--- src/rtl/core/lts_pkg.sv ---
// ----------------------------------------------------------------------------
// lts_pkg
// Shared types, token kinds and sizes for the lox token scanner.
// ----------------------------------------------------------------------------
package lts_pkg;

	localparam int unsigned POS_BITS_DEF  = 24;
	localparam int unsigned LINE_BITS_DEF = 20;
	localparam int unsigned WORD_BUF_LEN  = 6;
	localparam int unsigned WCNT_W        = $clog2(WORD_BUF_LEN + 2);

	localparam int unsigned KIND_W     = 6;
	localparam int unsigned TOK_POS_W  = 24;
	localparam int unsigned TOK_LINE_W = 20;
	localparam int unsigned MAX_TOKENS = 3;
	localparam int unsigned CNT_W      = $clog2(MAX_TOKENS + 1);

	// token kinds, book order
	localparam logic [KIND_W-1:0] K_LEFT_PAREN    = 6'd0;
	localparam logic [KIND_W-1:0] K_RIGHT_PAREN   = 6'd1;
	localparam logic [KIND_W-1:0] K_LEFT_BRACE    = 6'd2;
	localparam logic [KIND_W-1:0] K_RIGHT_BRACE   = 6'd3;
	localparam logic [KIND_W-1:0] K_COMMA         = 6'd4;
	localparam logic [KIND_W-1:0] K_DOT           = 6'd5;
	localparam logic [KIND_W-1:0] K_MINUS         = 6'd6;
	localparam logic [KIND_W-1:0] K_PLUS          = 6'd7;
	localparam logic [KIND_W-1:0] K_SEMICOLON     = 6'd8;
	localparam logic [KIND_W-1:0] K_SLASH         = 6'd9;
	localparam logic [KIND_W-1:0] K_STAR          = 6'd10;
	localparam logic [KIND_W-1:0] K_BANG          = 6'd11;
	localparam logic [KIND_W-1:0] K_BANG_EQUAL    = 6'd12;
	localparam logic [KIND_W-1:0] K_EQUAL         = 6'd13;
	localparam logic [KIND_W-1:0] K_EQUAL_EQUAL   = 6'd14;
	localparam logic [KIND_W-1:0] K_GREATER       = 6'd15;
	localparam logic [KIND_W-1:0] K_GREATER_EQUAL = 6'd16;
	localparam logic [KIND_W-1:0] K_LESS          = 6'd17;
	localparam logic [KIND_W-1:0] K_LESS_EQUAL    = 6'd18;
	localparam logic [KIND_W-1:0] K_IDENTIFIER    = 6'd19;
	localparam logic [KIND_W-1:0] K_STRING        = 6'd20;
	localparam logic [KIND_W-1:0] K_NUMBER        = 6'd21;
	localparam logic [KIND_W-1:0] K_AND           = 6'd22;
	localparam logic [KIND_W-1:0] K_CLASS         = 6'd23;
	localparam logic [KIND_W-1:0] K_ELSE          = 6'd24;
	localparam logic [KIND_W-1:0] K_FALSE         = 6'd25;
	localparam logic [KIND_W-1:0] K_FUN           = 6'd26;
	localparam logic [KIND_W-1:0] K_FOR           = 6'd27;
	localparam logic [KIND_W-1:0] K_IF            = 6'd28;
	localparam logic [KIND_W-1:0] K_NIL           = 6'd29;
	localparam logic [KIND_W-1:0] K_OR            = 6'd30;
	localparam logic [KIND_W-1:0] K_PRINT         = 6'd31;
	localparam logic [KIND_W-1:0] K_RETURN        = 6'd32;
	localparam logic [KIND_W-1:0] K_SUPER         = 6'd33;
	localparam logic [KIND_W-1:0] K_THIS          = 6'd34;
	localparam logic [KIND_W-1:0] K_TRUE          = 6'd35;
	localparam logic [KIND_W-1:0] K_VAR           = 6'd36;
	localparam logic [KIND_W-1:0] K_WHILE         = 6'd37;
	localparam logic [KIND_W-1:0] K_EOF           = 6'd38;
	localparam logic [KIND_W-1:0] K_BAD_CHAR      = 6'd39;
	localparam logic [KIND_W-1:0] K_UNTERMINATED  = 6'd40;

	typedef enum logic [3:0] {
		M_IDLE,
		M_OP,
		M_SLASH,
		M_COMMENT,
		M_STRING,
		M_INT,
		M_DOT,
		M_FRAC,
		M_IDENT
	} mode_t;

	typedef struct packed {
		logic [7:0] text_byte;
		logic       end_mark;
	} byte_word_t;

	typedef struct packed {
		logic [KIND_W-1:0]     kind;
		logic [TOK_POS_W-1:0]  start;
		logic [TOK_POS_W-1:0]  length;
		logic [TOK_LINE_W-1:0] line;
	} tok_t;

	// tokens caused by one byte, in emission order
	typedef struct packed {
		tok_t [MAX_TOKENS-1:0] slot;
		logic [CNT_W-1:0]      count;
	} tok_set_t;

	typedef struct packed {
		logic [KIND_W-1:0]     token_kind;
		logic [TOK_POS_W-1:0]  token_start;
		logic [TOK_POS_W-1:0]  token_length;
		logic [TOK_LINE_W-1:0] token_line;
		logic                  last_of_run;
	} token_word_t;

endpackage

--- src/rtl/core/lts_kw_match.sv ---
// ----------------------------------------------------------------------------
// lts_kw_match
// Compares the identifier buffer against the sixteen reserved words.
// ----------------------------------------------------------------------------
module lts_kw_match (
	input  logic [lts_pkg::WORD_BUF_LEN-1:0][7:0] wbuf,
	input  logic [lts_pkg::WCNT_W-1:0]            wcnt,
	output logic [lts_pkg::KIND_W-1:0]            kind
);

	localparam int unsigned WBL = lts_pkg::WORD_BUF_LEN;
	localparam int unsigned WCW = lts_pkg::WCNT_W;
	localparam int unsigned NKW = 16;

	// byte 0 of the word sits in the low bits
	function automatic logic [WBL*8-1:0] kw_text(input logic [3:0] i);
		case (i)
			4'd0:    return 48'h000000646e61;
			4'd1:    return 48'h007373616c63;
			4'd2:    return 48'h000065736c65;
			4'd3:    return 48'h0065736c6166;
			4'd4:    return 48'h0000006e7566;
			4'd5:    return 48'h000000726f66;
			4'd6:    return 48'h000000006669;
			4'd7:    return 48'h0000006c696e;
			4'd8:    return 48'h00000000726f;
			4'd9:    return 48'h00746e697270;
			4'd10:   return 48'h6e7275746572;
			4'd11:   return 48'h007265707573;
			4'd12:   return 48'h000073696874;
			4'd13:   return 48'h000065757274;
			4'd14:   return 48'h000000726176;
			4'd15:   return 48'h00656c696877;
			default: return '0;
		endcase
	endfunction

	function automatic logic [WCW-1:0] kw_len(input logic [3:0] i);
		case (i)
			4'd0, 4'd4, 4'd5, 4'd7, 4'd14:         return WCW'(3);
			4'd1, 4'd3, 4'd9, 4'd11, 4'd15:        return WCW'(5);
			4'd2, 4'd12, 4'd13:                    return WCW'(4);
			4'd6, 4'd8:                            return WCW'(2);
			4'd10:                                 return WCW'(6);
			default:                               return '0;
		endcase
	endfunction

	function automatic logic [lts_pkg::KIND_W-1:0] kw_kind(input logic [3:0] i);
		case (i)
			4'd0:    return lts_pkg::K_AND;
			4'd1:    return lts_pkg::K_CLASS;
			4'd2:    return lts_pkg::K_ELSE;
			4'd3:    return lts_pkg::K_FALSE;
			4'd4:    return lts_pkg::K_FUN;
			4'd5:    return lts_pkg::K_FOR;
			4'd6:    return lts_pkg::K_IF;
			4'd7:    return lts_pkg::K_NIL;
			4'd8:    return lts_pkg::K_OR;
			4'd9:    return lts_pkg::K_PRINT;
			4'd10:   return lts_pkg::K_RETURN;
			4'd11:   return lts_pkg::K_SUPER;
			4'd12:   return lts_pkg::K_THIS;
			4'd13:   return lts_pkg::K_TRUE;
			4'd14:   return lts_pkg::K_VAR;
			4'd15:   return lts_pkg::K_WHILE;
			default: return lts_pkg::K_IDENTIFIER;
		endcase
	endfunction

	always_comb begin
		logic             hit;
		logic [WBL*8-1:0] txt;
		logic [WCW-1:0]   len;
		kind = lts_pkg::K_IDENTIFIER;
		for (int i = 0; i < NKW; i++) begin
			txt = kw_text(4'(i));
			len = kw_len(4'(i));
			hit = (len == wcnt);
			// only bytes inside the word length are looked at
			for (int j = 0; j < WBL; j++) begin
				if (WCW'(j) < len && wbuf[j] != txt[j*8 +: 8]) begin
					hit = 1'b0;
				end
			end
			if (hit) begin
				kind = kw_kind(4'(i));
			end
		end
	end

endmodule

--- src/rtl/core/lts_scan.sv ---
// ----------------------------------------------------------------------------
// lts_scan
// Scanner state and the single-pass decode of one byte into up to three tokens.
// ----------------------------------------------------------------------------
module lts_scan #(
	parameter int unsigned POS_BITS  = lts_pkg::POS_BITS_DEF,
	parameter int unsigned LINE_BITS = lts_pkg::LINE_BITS_DEF
) (
	input  logic                 clk,
	input  logic                 arst_n,
	input  logic                 fire,
	input  lts_pkg::byte_word_t  word_s1,
	output lts_pkg::tok_set_t    toks
);

	localparam int unsigned TPW = lts_pkg::TOK_POS_W;
	localparam int unsigned TLW = lts_pkg::TOK_LINE_W;
	localparam int unsigned WBL = lts_pkg::WORD_BUF_LEN;
	localparam int unsigned WCW = lts_pkg::WCNT_W;
	localparam int unsigned WIW = $clog2(WBL);
	localparam int unsigned CW  = lts_pkg::CNT_W;

	localparam logic [7:0] CH_TAB = 8'h09;
	localparam logic [7:0] CH_NL  = 8'h0A;
	localparam logic [7:0] CH_CR  = 8'h0D;

	lts_pkg::mode_t                 mode_q, mode_d;
	logic [7:0]                     pend_q, pend_d;
	logic [POS_BITS-1:0]            ls_q, ls_d;
	logic [POS_BITS-1:0]            pos_q, pos_d;
	logic [LINE_BITS-1:0]           line_q, line_d;
	logic [WCW-1:0]                 wcnt_q, wcnt_d;
	logic [WBL-1:0][7:0]            wbuf_q;

	logic [POS_BITS-1:0]            p_inc, p_dec;
	logic [LINE_BITS-1:0]           line_inc;
	logic [lts_pkg::KIND_W-1:0]     word_kind;
	logic [7:0]                     c;
	logic                           is_dig, is_alp;
	logic                           consumed, use_flush;
	logic                           fl_va, fl_vb, vc;
	lts_pkg::tok_t                  fl_a, fl_b, tok_c;
	logic                           wr_en;
	logic [WIW-1:0]                 wr_idx;

	function automatic logic [POS_BITS-1:0] sat_sub(input logic [POS_BITS-1:0] a,
			input logic [POS_BITS-1:0] b);
		return (a > b) ? a - b : '0;
	endfunction

	function automatic logic [lts_pkg::KIND_W-1:0] op_kind(input logic [7:0] ch,
			input logic two);
		case (ch)
			"!":     return two ? lts_pkg::K_BANG_EQUAL : lts_pkg::K_BANG;
			"=":     return two ? lts_pkg::K_EQUAL_EQUAL : lts_pkg::K_EQUAL;
			">":     return two ? lts_pkg::K_GREATER_EQUAL : lts_pkg::K_GREATER;
			default: return two ? lts_pkg::K_LESS_EQUAL : lts_pkg::K_LESS;
		endcase
	endfunction

	function automatic lts_pkg::tok_t mk_tok(input logic [lts_pkg::KIND_W-1:0] kind,
			input logic [POS_BITS-1:0] start, input logic [POS_BITS-1:0] len,
			input logic [LINE_BITS-1:0] line);
		lts_pkg::tok_t t;
		t.kind   = kind;
		t.start  = TPW'(start);
		t.length = TPW'(len);
		t.line   = TLW'(line);
		return t;
	endfunction

	lts_kw_match u_kw_match (
		.wbuf (wbuf_q),
		.wcnt (wcnt_q),
		.kind (word_kind)
	);

	assign p_inc    = (pos_q == '1) ? pos_q : pos_q + POS_BITS'(1);
	assign p_dec    = sat_sub(pos_q, POS_BITS'(1));
	assign line_inc = (line_q == '1) ? line_q : line_q + LINE_BITS'(1);

	// token(s) that close whatever is pending
	always_comb begin
		fl_va = 1'b0;
		fl_vb = 1'b0;
		fl_a  = mk_tok(lts_pkg::K_EOF, pos_q, '0, line_q);
		fl_b  = fl_a;
		case (mode_q)
			lts_pkg::M_OP: begin
				fl_va = 1'b1;
				fl_a  = mk_tok(op_kind(pend_q, 1'b0), ls_q, POS_BITS'(1), line_q);
			end
			lts_pkg::M_SLASH: begin
				fl_va = 1'b1;
				fl_a  = mk_tok(lts_pkg::K_SLASH, ls_q, POS_BITS'(1), line_q);
			end
			lts_pkg::M_STRING: begin
				fl_va = 1'b1;
				fl_a  = mk_tok(lts_pkg::K_UNTERMINATED, ls_q, sat_sub(pos_q, ls_q), line_q);
			end
			lts_pkg::M_INT, lts_pkg::M_FRAC: begin
				fl_va = 1'b1;
				fl_a  = mk_tok(lts_pkg::K_NUMBER, ls_q, sat_sub(pos_q, ls_q), line_q);
			end
			lts_pkg::M_DOT: begin
				// trailing dot was not a fraction: number, then the dot on its own
				fl_va = 1'b1;
				fl_vb = 1'b1;
				fl_a  = mk_tok(lts_pkg::K_NUMBER, ls_q, sat_sub(p_dec, ls_q), line_q);
				fl_b  = mk_tok(lts_pkg::K_DOT, p_dec, POS_BITS'(1), line_q);
			end
			lts_pkg::M_IDENT: begin
				fl_va = 1'b1;
				fl_a  = mk_tok(word_kind, ls_q, sat_sub(pos_q, ls_q), line_q);
			end
			default: begin
				fl_va = 1'b0;
			end
		endcase
	end

	always_comb begin
		c        = word_s1.text_byte;
		is_dig   = (c >= "0") && (c <= "9");
		is_alp   = ((c >= "a") && (c <= "z")) || ((c >= "A") && (c <= "Z")) || (c == "_");
		mode_d   = mode_q;
		pend_d   = pend_q;
		ls_d     = ls_q;
		pos_d    = p_inc;
		line_d   = line_q;
		wcnt_d   = wcnt_q;
		wr_en    = 1'b0;
		wr_idx   = wcnt_q[WIW-1:0];
		consumed = 1'b0;
		vc       = 1'b0;
		tok_c    = mk_tok(lts_pkg::K_EOF, pos_q, '0, line_q);
		if (word_s1.end_mark) begin
			// flush, then eof, then back to the reset state
			vc     = 1'b1;
			mode_d = lts_pkg::M_IDLE;
			pend_d = '0;
			ls_d   = '0;
			pos_d  = '0;
			line_d = LINE_BITS'(1);
			wcnt_d = '0;
		end else begin
			case (mode_q)
				lts_pkg::M_OP: begin
					if (c == "=") begin
						consumed = 1'b1;
						vc       = 1'b1;
						tok_c    = mk_tok(op_kind(pend_q, 1'b1), ls_q,
							sat_sub(p_inc, ls_q), line_q);
						mode_d   = lts_pkg::M_IDLE;
					end
				end
				lts_pkg::M_SLASH: begin
					if (c == "/") begin
						consumed = 1'b1;
						mode_d   = lts_pkg::M_COMMENT;
					end
				end
				lts_pkg::M_COMMENT: begin
					consumed = (c != CH_NL);
				end
				lts_pkg::M_STRING: begin
					consumed = 1'b1;
					if (c == "\"") begin
						vc     = 1'b1;
						tok_c  = mk_tok(lts_pkg::K_STRING, ls_q, sat_sub(p_inc, ls_q), line_q);
						mode_d = lts_pkg::M_IDLE;
					end else if (c == CH_NL) begin
						line_d = line_inc;
					end
				end
				lts_pkg::M_INT: begin
					if (is_dig) begin
						consumed = 1'b1;
					end else if (c == ".") begin
						consumed = 1'b1;
						mode_d   = lts_pkg::M_DOT;
					end
				end
				lts_pkg::M_DOT: begin
					if (is_dig) begin
						consumed = 1'b1;
						mode_d   = lts_pkg::M_FRAC;
					end
				end
				lts_pkg::M_FRAC: begin
					consumed = is_dig;
				end
				lts_pkg::M_IDENT: begin
					if (is_alp || is_dig) begin
						consumed = 1'b1;
						wr_en    = (wcnt_q < WCW'(WBL));
						// count stops one past the buffer length: too long for a keyword
						if (wcnt_q <= WCW'(WBL)) begin
							wcnt_d = wcnt_q + WCW'(1);
						end
					end
				end
				default: begin
					consumed = 1'b0;
				end
			endcase

			if (!consumed) begin
				mode_d = lts_pkg::M_IDLE;
				case (c)
					"(": begin
						vc    = 1'b1;
						tok_c = mk_tok(lts_pkg::K_LEFT_PAREN, pos_q, POS_BITS'(1), line_q);
					end
					")": begin
						vc    = 1'b1;
						tok_c = mk_tok(lts_pkg::K_RIGHT_PAREN, pos_q, POS_BITS'(1), line_q);
					end
					"{": begin
						vc    = 1'b1;
						tok_c = mk_tok(lts_pkg::K_LEFT_BRACE, pos_q, POS_BITS'(1), line_q);
					end
					"}": begin
						vc    = 1'b1;
						tok_c = mk_tok(lts_pkg::K_RIGHT_BRACE, pos_q, POS_BITS'(1), line_q);
					end
					",": begin
						vc    = 1'b1;
						tok_c = mk_tok(lts_pkg::K_COMMA, pos_q, POS_BITS'(1), line_q);
					end
					".": begin
						vc    = 1'b1;
						tok_c = mk_tok(lts_pkg::K_DOT, pos_q, POS_BITS'(1), line_q);
					end
					"-": begin
						vc    = 1'b1;
						tok_c = mk_tok(lts_pkg::K_MINUS, pos_q, POS_BITS'(1), line_q);
					end
					"+": begin
						vc    = 1'b1;
						tok_c = mk_tok(lts_pkg::K_PLUS, pos_q, POS_BITS'(1), line_q);
					end
					";": begin
						vc    = 1'b1;
						tok_c = mk_tok(lts_pkg::K_SEMICOLON, pos_q, POS_BITS'(1), line_q);
					end
					"*": begin
						vc    = 1'b1;
						tok_c = mk_tok(lts_pkg::K_STAR, pos_q, POS_BITS'(1), line_q);
					end
					"!", "=", "<", ">": begin
						mode_d = lts_pkg::M_OP;
						pend_d = c;
						ls_d   = pos_q;
					end
					"/": begin
						mode_d = lts_pkg::M_SLASH;
						ls_d   = pos_q;
					end
					" ", CH_CR, CH_TAB: begin
						mode_d = lts_pkg::M_IDLE;
					end
					CH_NL: begin
						line_d = line_inc;
					end
					"\"": begin
						mode_d = lts_pkg::M_STRING;
						ls_d   = pos_q;
					end
					default: begin
						if (is_dig) begin
							mode_d = lts_pkg::M_INT;
							ls_d   = pos_q;
						end else if (is_alp) begin
							mode_d = lts_pkg::M_IDENT;
							ls_d   = pos_q;
							wr_en  = 1'b1;
							wr_idx = '0;
							wcnt_d = WCW'(1);
						end else begin
							vc    = 1'b1;
							tok_c = mk_tok(lts_pkg::K_BAD_CHAR, pos_q, POS_BITS'(1), line_q);
						end
					end
				endcase
			end
		end
	end

	// pack flushed tokens ahead of the final one, no gaps
	always_comb begin
		use_flush     = word_s1.end_mark || !consumed;
		toks.slot[0]  = (use_flush && fl_va) ? fl_a : tok_c;
		toks.slot[1]  = (use_flush && fl_vb) ? fl_b : tok_c;
		toks.slot[2]  = tok_c;
		toks.count    = CW'(use_flush && fl_va) + CW'(use_flush && fl_vb) + CW'(vc);
	end

	always_ff @(posedge clk or negedge arst_n) begin
		if (!arst_n) begin
			mode_q <= lts_pkg::M_IDLE;
			pend_q <= '0;
			ls_q   <= '0;
			pos_q  <= '0;
			line_q <= LINE_BITS'(1);
			wcnt_q <= '0;
		end else if (fire) begin
			mode_q <= mode_d;
			pend_q <= pend_d;
			ls_q   <= ls_d;
			pos_q  <= pos_d;
			line_q <= line_d;
			wcnt_q <= wcnt_d;
		end
	end

	always_ff @(posedge clk) begin
		if (fire && wr_en && !word_s1.end_mark) begin
			wbuf_q[wr_idx] <= c;
		end
	end

endmodule

--- src/rtl/core/lts_tok_buf.sv ---
// ----------------------------------------------------------------------------
// lts_tok_buf
// Result register: holds the tokens of one byte and hands them out in order.
// ----------------------------------------------------------------------------
module lts_tok_buf (
	input  logic                 clk,
	input  logic                 arst_n,
	input  logic                 load,
	input  lts_pkg::tok_set_t    toks,
	output logic                 can_load,
	output logic                 token_valid,
	input  logic                 token_stall,
	output lts_pkg::token_word_t token_word
);

	localparam int unsigned CW = lts_pkg::CNT_W;
	localparam int unsigned NT = lts_pkg::MAX_TOKENS;
	localparam int unsigned RW = $clog2(NT);

	lts_pkg::tok_t [NT-1:0] slot_q;
	logic [CW-1:0]          count_q;
	logic [RW-1:0]          rd_q;
	logic                   take, last;
	lts_pkg::tok_t          head;

	assign token_valid = (count_q != '0);
	assign last        = (CW'(rd_q) == count_q - CW'(1));
	assign take        = token_valid && !token_stall;
	// free again once the final token of the run leaves this cycle
	assign can_load    = !token_valid || (take && last);
	assign head        = slot_q[rd_q];

	always_comb begin
		token_word.token_kind   = head.kind;
		token_word.token_start  = head.start;
		token_word.token_length = head.length;
		token_word.token_line   = head.line;
		token_word.last_of_run  = last;
	end

	always_ff @(posedge clk or negedge arst_n) begin
		if (!arst_n) begin
			count_q <= '0;
			rd_q    <= '0;
		end else if (load) begin
			count_q <= toks.count;
			rd_q    <= '0;
		end else if (take) begin
			if (last) begin
				count_q <= '0;
				rd_q    <= '0;
			end else begin
				rd_q <= rd_q + RW'(1);
			end
		end
	end

	always_ff @(posedge clk) begin
		if (load) begin
			slot_q <= toks.slot;
		end
	end

endmodule

--- src/rtl/core/lox_token_scanner.sv ---
// ----------------------------------------------------------------------------
// lox_token_scanner
// Streaming lexical scanner for Lox source text.
// ----------------------------------------------------------------------------
// Takes one source byte per cycle while byte_stall is low and emits tokens
// (kind, start, length, line), with last_of_run set on the final token caused
// by each byte. A byte passes through an input register, is decoded in one
// pass against the scanner state and its tokens land in a result register.
// Throughput is one byte per cycle while each byte yields at most one token
// and token_stall is low; a byte that yields n tokens (up to three, e.g. "1."
// followed by a punctuator or the end mark) holds the byte channel until the
// result register has handed them all out, one per cycle unless stalled. After
// an end mark the scanner is back in its reset state and a new text may follow.
// ----------------------------------------------------------------------------
module lox_token_scanner #(
	parameter int unsigned POS_BITS  = lts_pkg::POS_BITS_DEF,
	parameter int unsigned LINE_BITS = lts_pkg::LINE_BITS_DEF
) (
	input  logic                 clk,
	input  logic                 arst_n,
	input  logic                 byte_valid,
	output logic                 byte_stall,
	input  lts_pkg::byte_word_t  byte_word,
	output logic                 token_valid,
	input  logic                 token_stall,
	output lts_pkg::token_word_t token_word
);

	lts_pkg::byte_word_t word_s1;
	logic                valid_s1;
	logic                can_load, fire, accept;
	lts_pkg::tok_set_t   toks;

	assign fire       = valid_s1 && can_load;
	assign byte_stall = valid_s1 && !can_load;
	assign accept     = byte_valid && !byte_stall;

	always_ff @(posedge clk or negedge arst_n) begin
		if (!arst_n) begin
			valid_s1 <= 1'b0;
		end else if (accept) begin
			valid_s1 <= 1'b1;
		end else if (fire) begin
			valid_s1 <= 1'b0;
		end
	end

	always_ff @(posedge clk) begin
		if (accept) begin
			word_s1 <= byte_word;
		end
	end

	lts_scan #(
		.POS_BITS  (POS_BITS),
		.LINE_BITS (LINE_BITS)
	) u_scan (
		.clk     (clk),
		.arst_n  (arst_n),
		.fire    (fire),
		.word_s1 (word_s1),
		.toks    (toks)
	);

	lts_tok_buf u_tok_buf (
		.clk         (clk),
		.arst_n      (arst_n),
		.load        (fire),
		.toks        (toks),
		.can_load    (can_load),
		.token_valid (token_valid),
		.token_stall (token_stall),
		.token_word  (token_word)
	);

endmodule

--- config.mk ---
export PLATFORM = sky130hd
export DESIGN_NAME = lox_token_scanner
export DESIGN_NICKNAME = d
export VERILOG_FILES = /design/src/rtl/core/lts_pkg.sv /design/src/rtl/core/lts_kw_match.sv /design/src/rtl/core/lts_scan.sv /design/src/rtl/core/lts_tok_buf.sv /design/src/rtl/core/lox_token_scanner.sv
export SDC_FILE = /design/constraint.sdc
export NUM_CORES = 1
export LEC_CHECK = 0
export BUFFER_PORTS_ARGS = -buffer_cell sky130_fd_sc_hd__clkbuf_2
export CORE_ASPECT_RATIO = 0.7
export CORE_UTILIZATION = 60
export DETAILED_ROUTE_END_ITERATION = 8
export MAX_ROUTING_LAYER = met4
export PLACE_DENSITY_LB_ADDON = 0.15
export SLEW_MARGIN = 25
export SYNTH_ARGS = -nofsm -noshare
export SYNTH_HDL_FRONTEND = slang
export SYNTH_SLANG_ARGS = --single-unit
export TNS_END_PERCENT = 50
--- constraint.sdc ---
create_clock -name clk -period 12.3 [get_ports clk]
set_input_delay 3.075 -clock clk [delete_from_list [all_inputs] [get_ports clk]]
set_output_delay 3.075 -clock clk [all_outputs]
set_load 0.01 [all_outputs]
# After elaboration in Yosys (flattened, before gate mapping)
# Cells that the tools add are included.
# op_classes
n_addsub,11
order_cmp,15
eq_ne,93
muxes,174
reduce_logical,42
# op_table
operator,n
$pmux 74 s11,1
$mux 74,10
$pmux 74 s6,1
$ne 8x7->1 const B,43
$mux 24,10
$bmux 74 s2,1
$pmux 74 s2,1
$eq 8x6->1 const B,18
$mux 20,7
$mux 1,84
$gt 24x24->1,3
$mux 6,12
$sub 24x24->24,3
$bwmux 48,1
$mux 4,12
$pmux 24 s2,1
$mux 3,15
$mux 8,4
$pmux 5 s3,2
$add 24x1->24 const B,1
$demux 8 s3,1
$eq 24x24->1 const B,1
$eq 8x4->1 const B,3
$eq 8x7->1 const B,3
other kinds (52),97
# word_totals
regBits,367
inputBits,13
out_inout_bits,77
elab_cells,364

# Depth between registers and ports, before layout
# logic_depth
depth_word,23
ltp_mapped,23
ltp_nobuf,18

# Cells and area by module
# Synthesis repeated with hierarchy kept, for this count alone.
# unflattened
hier_cells,2234
hier_area_um2,22490.3
# by_module_without_submodules
module,n_inst,cells_each,area_each_um2,seq_area_each_um2
lts_scan,1,1599,12859.8,3519.6
lts_tok_buf,1,498,8485.6,6766.5
lts_kw_match,1,122,810.8,0.0
lox_token_scanner,1,15,334.1,295.3

# Worst setup path before layout
# No wires, ideal clock.
# synth_path
path_type,in2reg
start,input token_stall
end,register u_scan.wbuf_q[32] in the netlist's numbering (enable)
setup_ns,0.395
arrival_time_ns,10.695
required_time_ns,11.905
slack_ns,1.210
stages,8
n_path_buf,2
cell_sequence,inv_1 a31oi_1 nand2b_1 clkbuf_1 inv_1 clkbuf_1 nand2_1 nor4_1
# synth_between
elab_chain_cells,7
# synth_lines
element,line,rtl
"start, declared",lox_token_scanner.sv:25,"input logic token_stall,"
$logic_not 1->1,lts_tok_buf.sv:28,assign take = token_valid && !token_stall;
$logic_and 1x1->1,lts_tok_buf.sv:28,
$logic_and 1x1->1,lts_tok_buf.sv:30,assign can_load = !token_valid || (take && last);
$logic_or 1x1->1,lts_tok_buf.sv:30,
$logic_and 1x1->1,lox_token_scanner.sv:34,assign fire = valid_s1 && can_load;
named net fire,lox_token_scanner.sv:31,"logic can_load, fire, accept;"
$logic_and 1x1->1 (2 in series),lts_scan.sv:318,if (fire && wr_en && !word_s1.end_mark) begin
"end signal, assigned by index",lts_scan.sv:319,wbuf_q[wr_idx] <= c;
"end, declared",lts_scan.sv:33,logic [WBL-1:0][7:0] wbuf_q;
# The timed path passes the listed nets, and every way through them passes these cells.
# A chain may end at the register's enable or synchronous reset.

# Final worst setup path
# layout_path
start,input token_stall
end,output byte_stall
# layout_between
elab_chain_cells,6
# layout_lines
element,line,rtl
$logic_not 1->1,lts_tok_buf.sv:28,
$logic_and 1x1->1,lts_tok_buf.sv:28,
$logic_and 1x1->1,lts_tok_buf.sv:30,
$logic_or 1x1->1,lts_tok_buf.sv:30,
$logic_not 1->1,lox_token_scanner.sv:35,assign byte_stall = valid_s1 && !can_load;
$logic_and 1x1->1,lox_token_scanner.sv:35,
"end, declared",lox_token_scanner.sv:22,"output logic byte_stall,"
# Every way passes these cells.

==> metrics.md <==
| Metric | Value |
|---|---|
| Post-synth top area cell | edfxtp_1 |
| Synth warnings | 0 |
| Placed cell areas | 21420 um2 |
| Mean routed wirelength per cell | 23.73 um |
| Critical R2R Launch | u_scan.pos_q[12] |
| RSZ-0062 raised after global routing | false |
| Top Ports | 90 |
| Hold buffer count at cts | 0 |
| DP Cell Count | 2540 |
| Routed vias | 16.96k |
| Total track usage | 36.02% |
| Die X | 224.1 um |
| Clk pin slew, worst setup/hold paths | 0.06 ns |
| Critical path startpoint | token_stall |
| Max IR drop VDD | 0.1777 mV |
| Minimum clock period | 6.819 ns |
| Post-synth ARST share | 26.91% |
| Post-DRT Antenna Nets | 0 |
| Clock Latency Late Sink | 0.60 ns |
| Relative slew margins | 30.31% |
| Clock root cell | clkbuf_16 |
| Initial DRC Count | 2261 |
| Syn-to-layout area delta | 8.500% |
| CTS Buffer Depth | 3 |
| Synth area leaders | edfxtp_1 35%, dfrtp_1 11%, ha_1 5.0% |
| Die footprint | 35280 um2 |
| Drt pass-1 iters | 6 |
| Most used DFF post-synth | edfxtp_1 |
| Fmax | 146.6 MHz |
| Final WL | 61670 um |
| Slew Limit Fails | 0 |
| PwrDens | 288.9 nW/um2 |
| Avg Cell Area, Syn | 9.957 um2 |
| Leak Pwr | 8.750 nW |
| Final setup TNS | 0 ns |
| Post-CTS Setup Bufs | 0 |
| Syn_nets | 2179 |
| Final Setup Violations | 0 |
| Hold Path Class | reg -> reg |
| HPWL after detailed placement | 45220 um |
| Critical path capture point type | primary output |
| Post-synthesis sequential area ratio | 45.29% |
| Finished Layout Cells | 2599 |
| Worst-path fanout max | 3 |
| Drt via density | 6.527 |
| Largest net degree at the start of global routing | 77 |
| TritonCTS Buffers | 31 |
| CP Data Arrival Time | 3.74 ns |
| Hold Slack | 0.4790 ns |
| Die height | 157.4 um |
| Post-route cell area | 22470 um2 |
| Fin nets | 2208 |
| Cell count after synthesis | 2080 |
| Routability cong. | 1.067 |
| CORE AREA | 33700 um2 |
| Final hold viol count | 0 |
| Fin util | 66.67% |
| Max-cap viol count | 0 |
| Flop and latch count out of synthesis | 327 |
| CP Launch Type | primary input |
| GRT overflow | 0 |
| Post_cts resized | 0 |
| Layout cell share with drive strength beyond 1 | 12.23% |
| CTS tree | done |
| Clock Skew | 0.03622 ns |
| DRC | 0 |
| IO buf count | 89 |
| Clock sink count | 327 |
| Status | complete, no violations |
| Min-delay src | u_scan.line_q[18] |
| EDFF count, synth | 239 |
| Vias in the first global route | 15.10k |
| Cell variety after synth | 99 |
| Critical path required time | 9.22 ns |
| Initial Util | 61.45% |
| Synthesized area | 20710 um2 |
| Worst-margin pin slew | 1.043 ns |
| Initial antenna violation count | 1 |
| Synth top area share | 34.65% |
| # rows | 56 |
| Final period utilization | 55.44% |
| Max H-tree Level | 1 |
| Critical path class | in -> out |
| First-pass GRT wire length | 92850 um |
-- kinds of logic after synthesis --
family / after synthesis / synth area share, %
simple gates: 763 / 18.88
fa+ha+maj: 87 / 5.395
compound gates: 471 / 14.84
buf+inv: 181 / 3.703
xor+xnor: 113 / 4.779
flops: 327 / 45.29
mux: 138 / 7.111
-- layout by cell type, fill, tap and decap left out, types with 20 or more instances in the layout --
| master | instances |
|---|---|
| buf_4 | 20 |
| xor2_1 | 46 |
| or3_1 | 20 |
| nand4_1 | 27 |
| o21ai_0 | 142 |
| a22o_1 | 35 |
| dfrtp_1 | 85 |
| mux2_2 | 57 |
| nor3_1 | 38 |
| a21oi_1 | 89 |
| a22oi_1 | 23 |
| nand2b_1 | 30 |
| edfxtp_1 | 239 |
| and2_1 | 33 |
| nor2b_1 | 25 |
| mux2i_1 | 65 |
| xnor2_1 | 67 |
| nor4_1 | 21 |
| ha_1 | 82 |
| inv_1 | 67 |
| nor2_1 | 185 |
| nand2_1 | 201 |
| clkbuf_16 | 33 |
| clkbuf_2 | 88 |
| o22ai_1 | 24 |
| a21o_1 | 22 |
| nand3_1 | 70 |
-- Yosys cell counts (all sizes together), types with 46 or more instances --
master	count
xor2	46
buf	50
xnor2	67
mux2	73
nand3	72
inv	68
mux2i	65
ha	82
dfrtp	87
edfxtp	239
nor2	191
a21oi	90
clkbuf	62
nand2	202
o21ai	149
-- per-layer routing --
layer	wire length, um	GRT usage [%]
met2	22660	43.36
met1	29970	56.63
met3	8348	13.03
met5	0	-
met4	691	5.153
-- path summary, 6_finish.rpt --
path	endpoint	slack [ns]	cells after the start
max	byte_stall	5.48	6
min	u_tok_buf.slot_q[166]	0.48	0
max reg2reg	u_tok_buf.slot_q[38]	6.00	19
min reg2reg	u_tok_buf.slot_q[166]	0.48	0
max in group asynchronous	u_tok_buf.rd_q[1]	8.61	2
min in group asynchronous	u_scan.pos_q[10]	2.49	1
-- critical path, cell delays in order --
cell,delay (ns)
clkbuf_2,0.09
inv_1,0.07
a31oi_1,0.21
nand2_1,0.12
inv_1,0.06
clkbuf_2,0.12
-- where the power goes --
group          total [mW]  switching [mW]  internal (mW)
Sequential           1.81           0.204           1.61
Combinational        3.68            2.45           1.23
Clock               0.998           0.420          0.578
Total                6.49            3.07           3.42
-- sequential cells by signal, indices dropped and copies added, names as in the netlist --
register,flops
u_scan.ls_q,24
u_scan.wcnt_q,3
u_scan.line_q,20
u_tok_buf.count_q,2
u_scan.mode_q,4
valid_s1,1
word_s1,9
u_scan.wbuf_q,48
u_scan.pend_q,8
u_tok_buf.slot_q,182
u_scan.pos_q,24
u_tok_buf.rd_q,2
-- per-stage QoR --
stage                     power (mW)  worst slack [ns]
after global routing           6.802             5.367
after global placement         5.286             5.514
after floorplan                4.203             1.210
after detailed placement       5.333             5.493
final                          6.491             5.481
after CTS                      6.341             5.488
-- area by class of cell --
class,count,area [um2]
Antenna cell,1,2.502
Clock buffer,49,925.9
Clock inverter,9,126.4
Fill cell,2688,11230
Inverter,69,264.0
Multi-Input combinational cell,1572,10600
Sequential cell,327,9385
Tap cell,464,580.6
Timing Repair Buffer,108,590.6
Power figures use the tool's default switching activity.
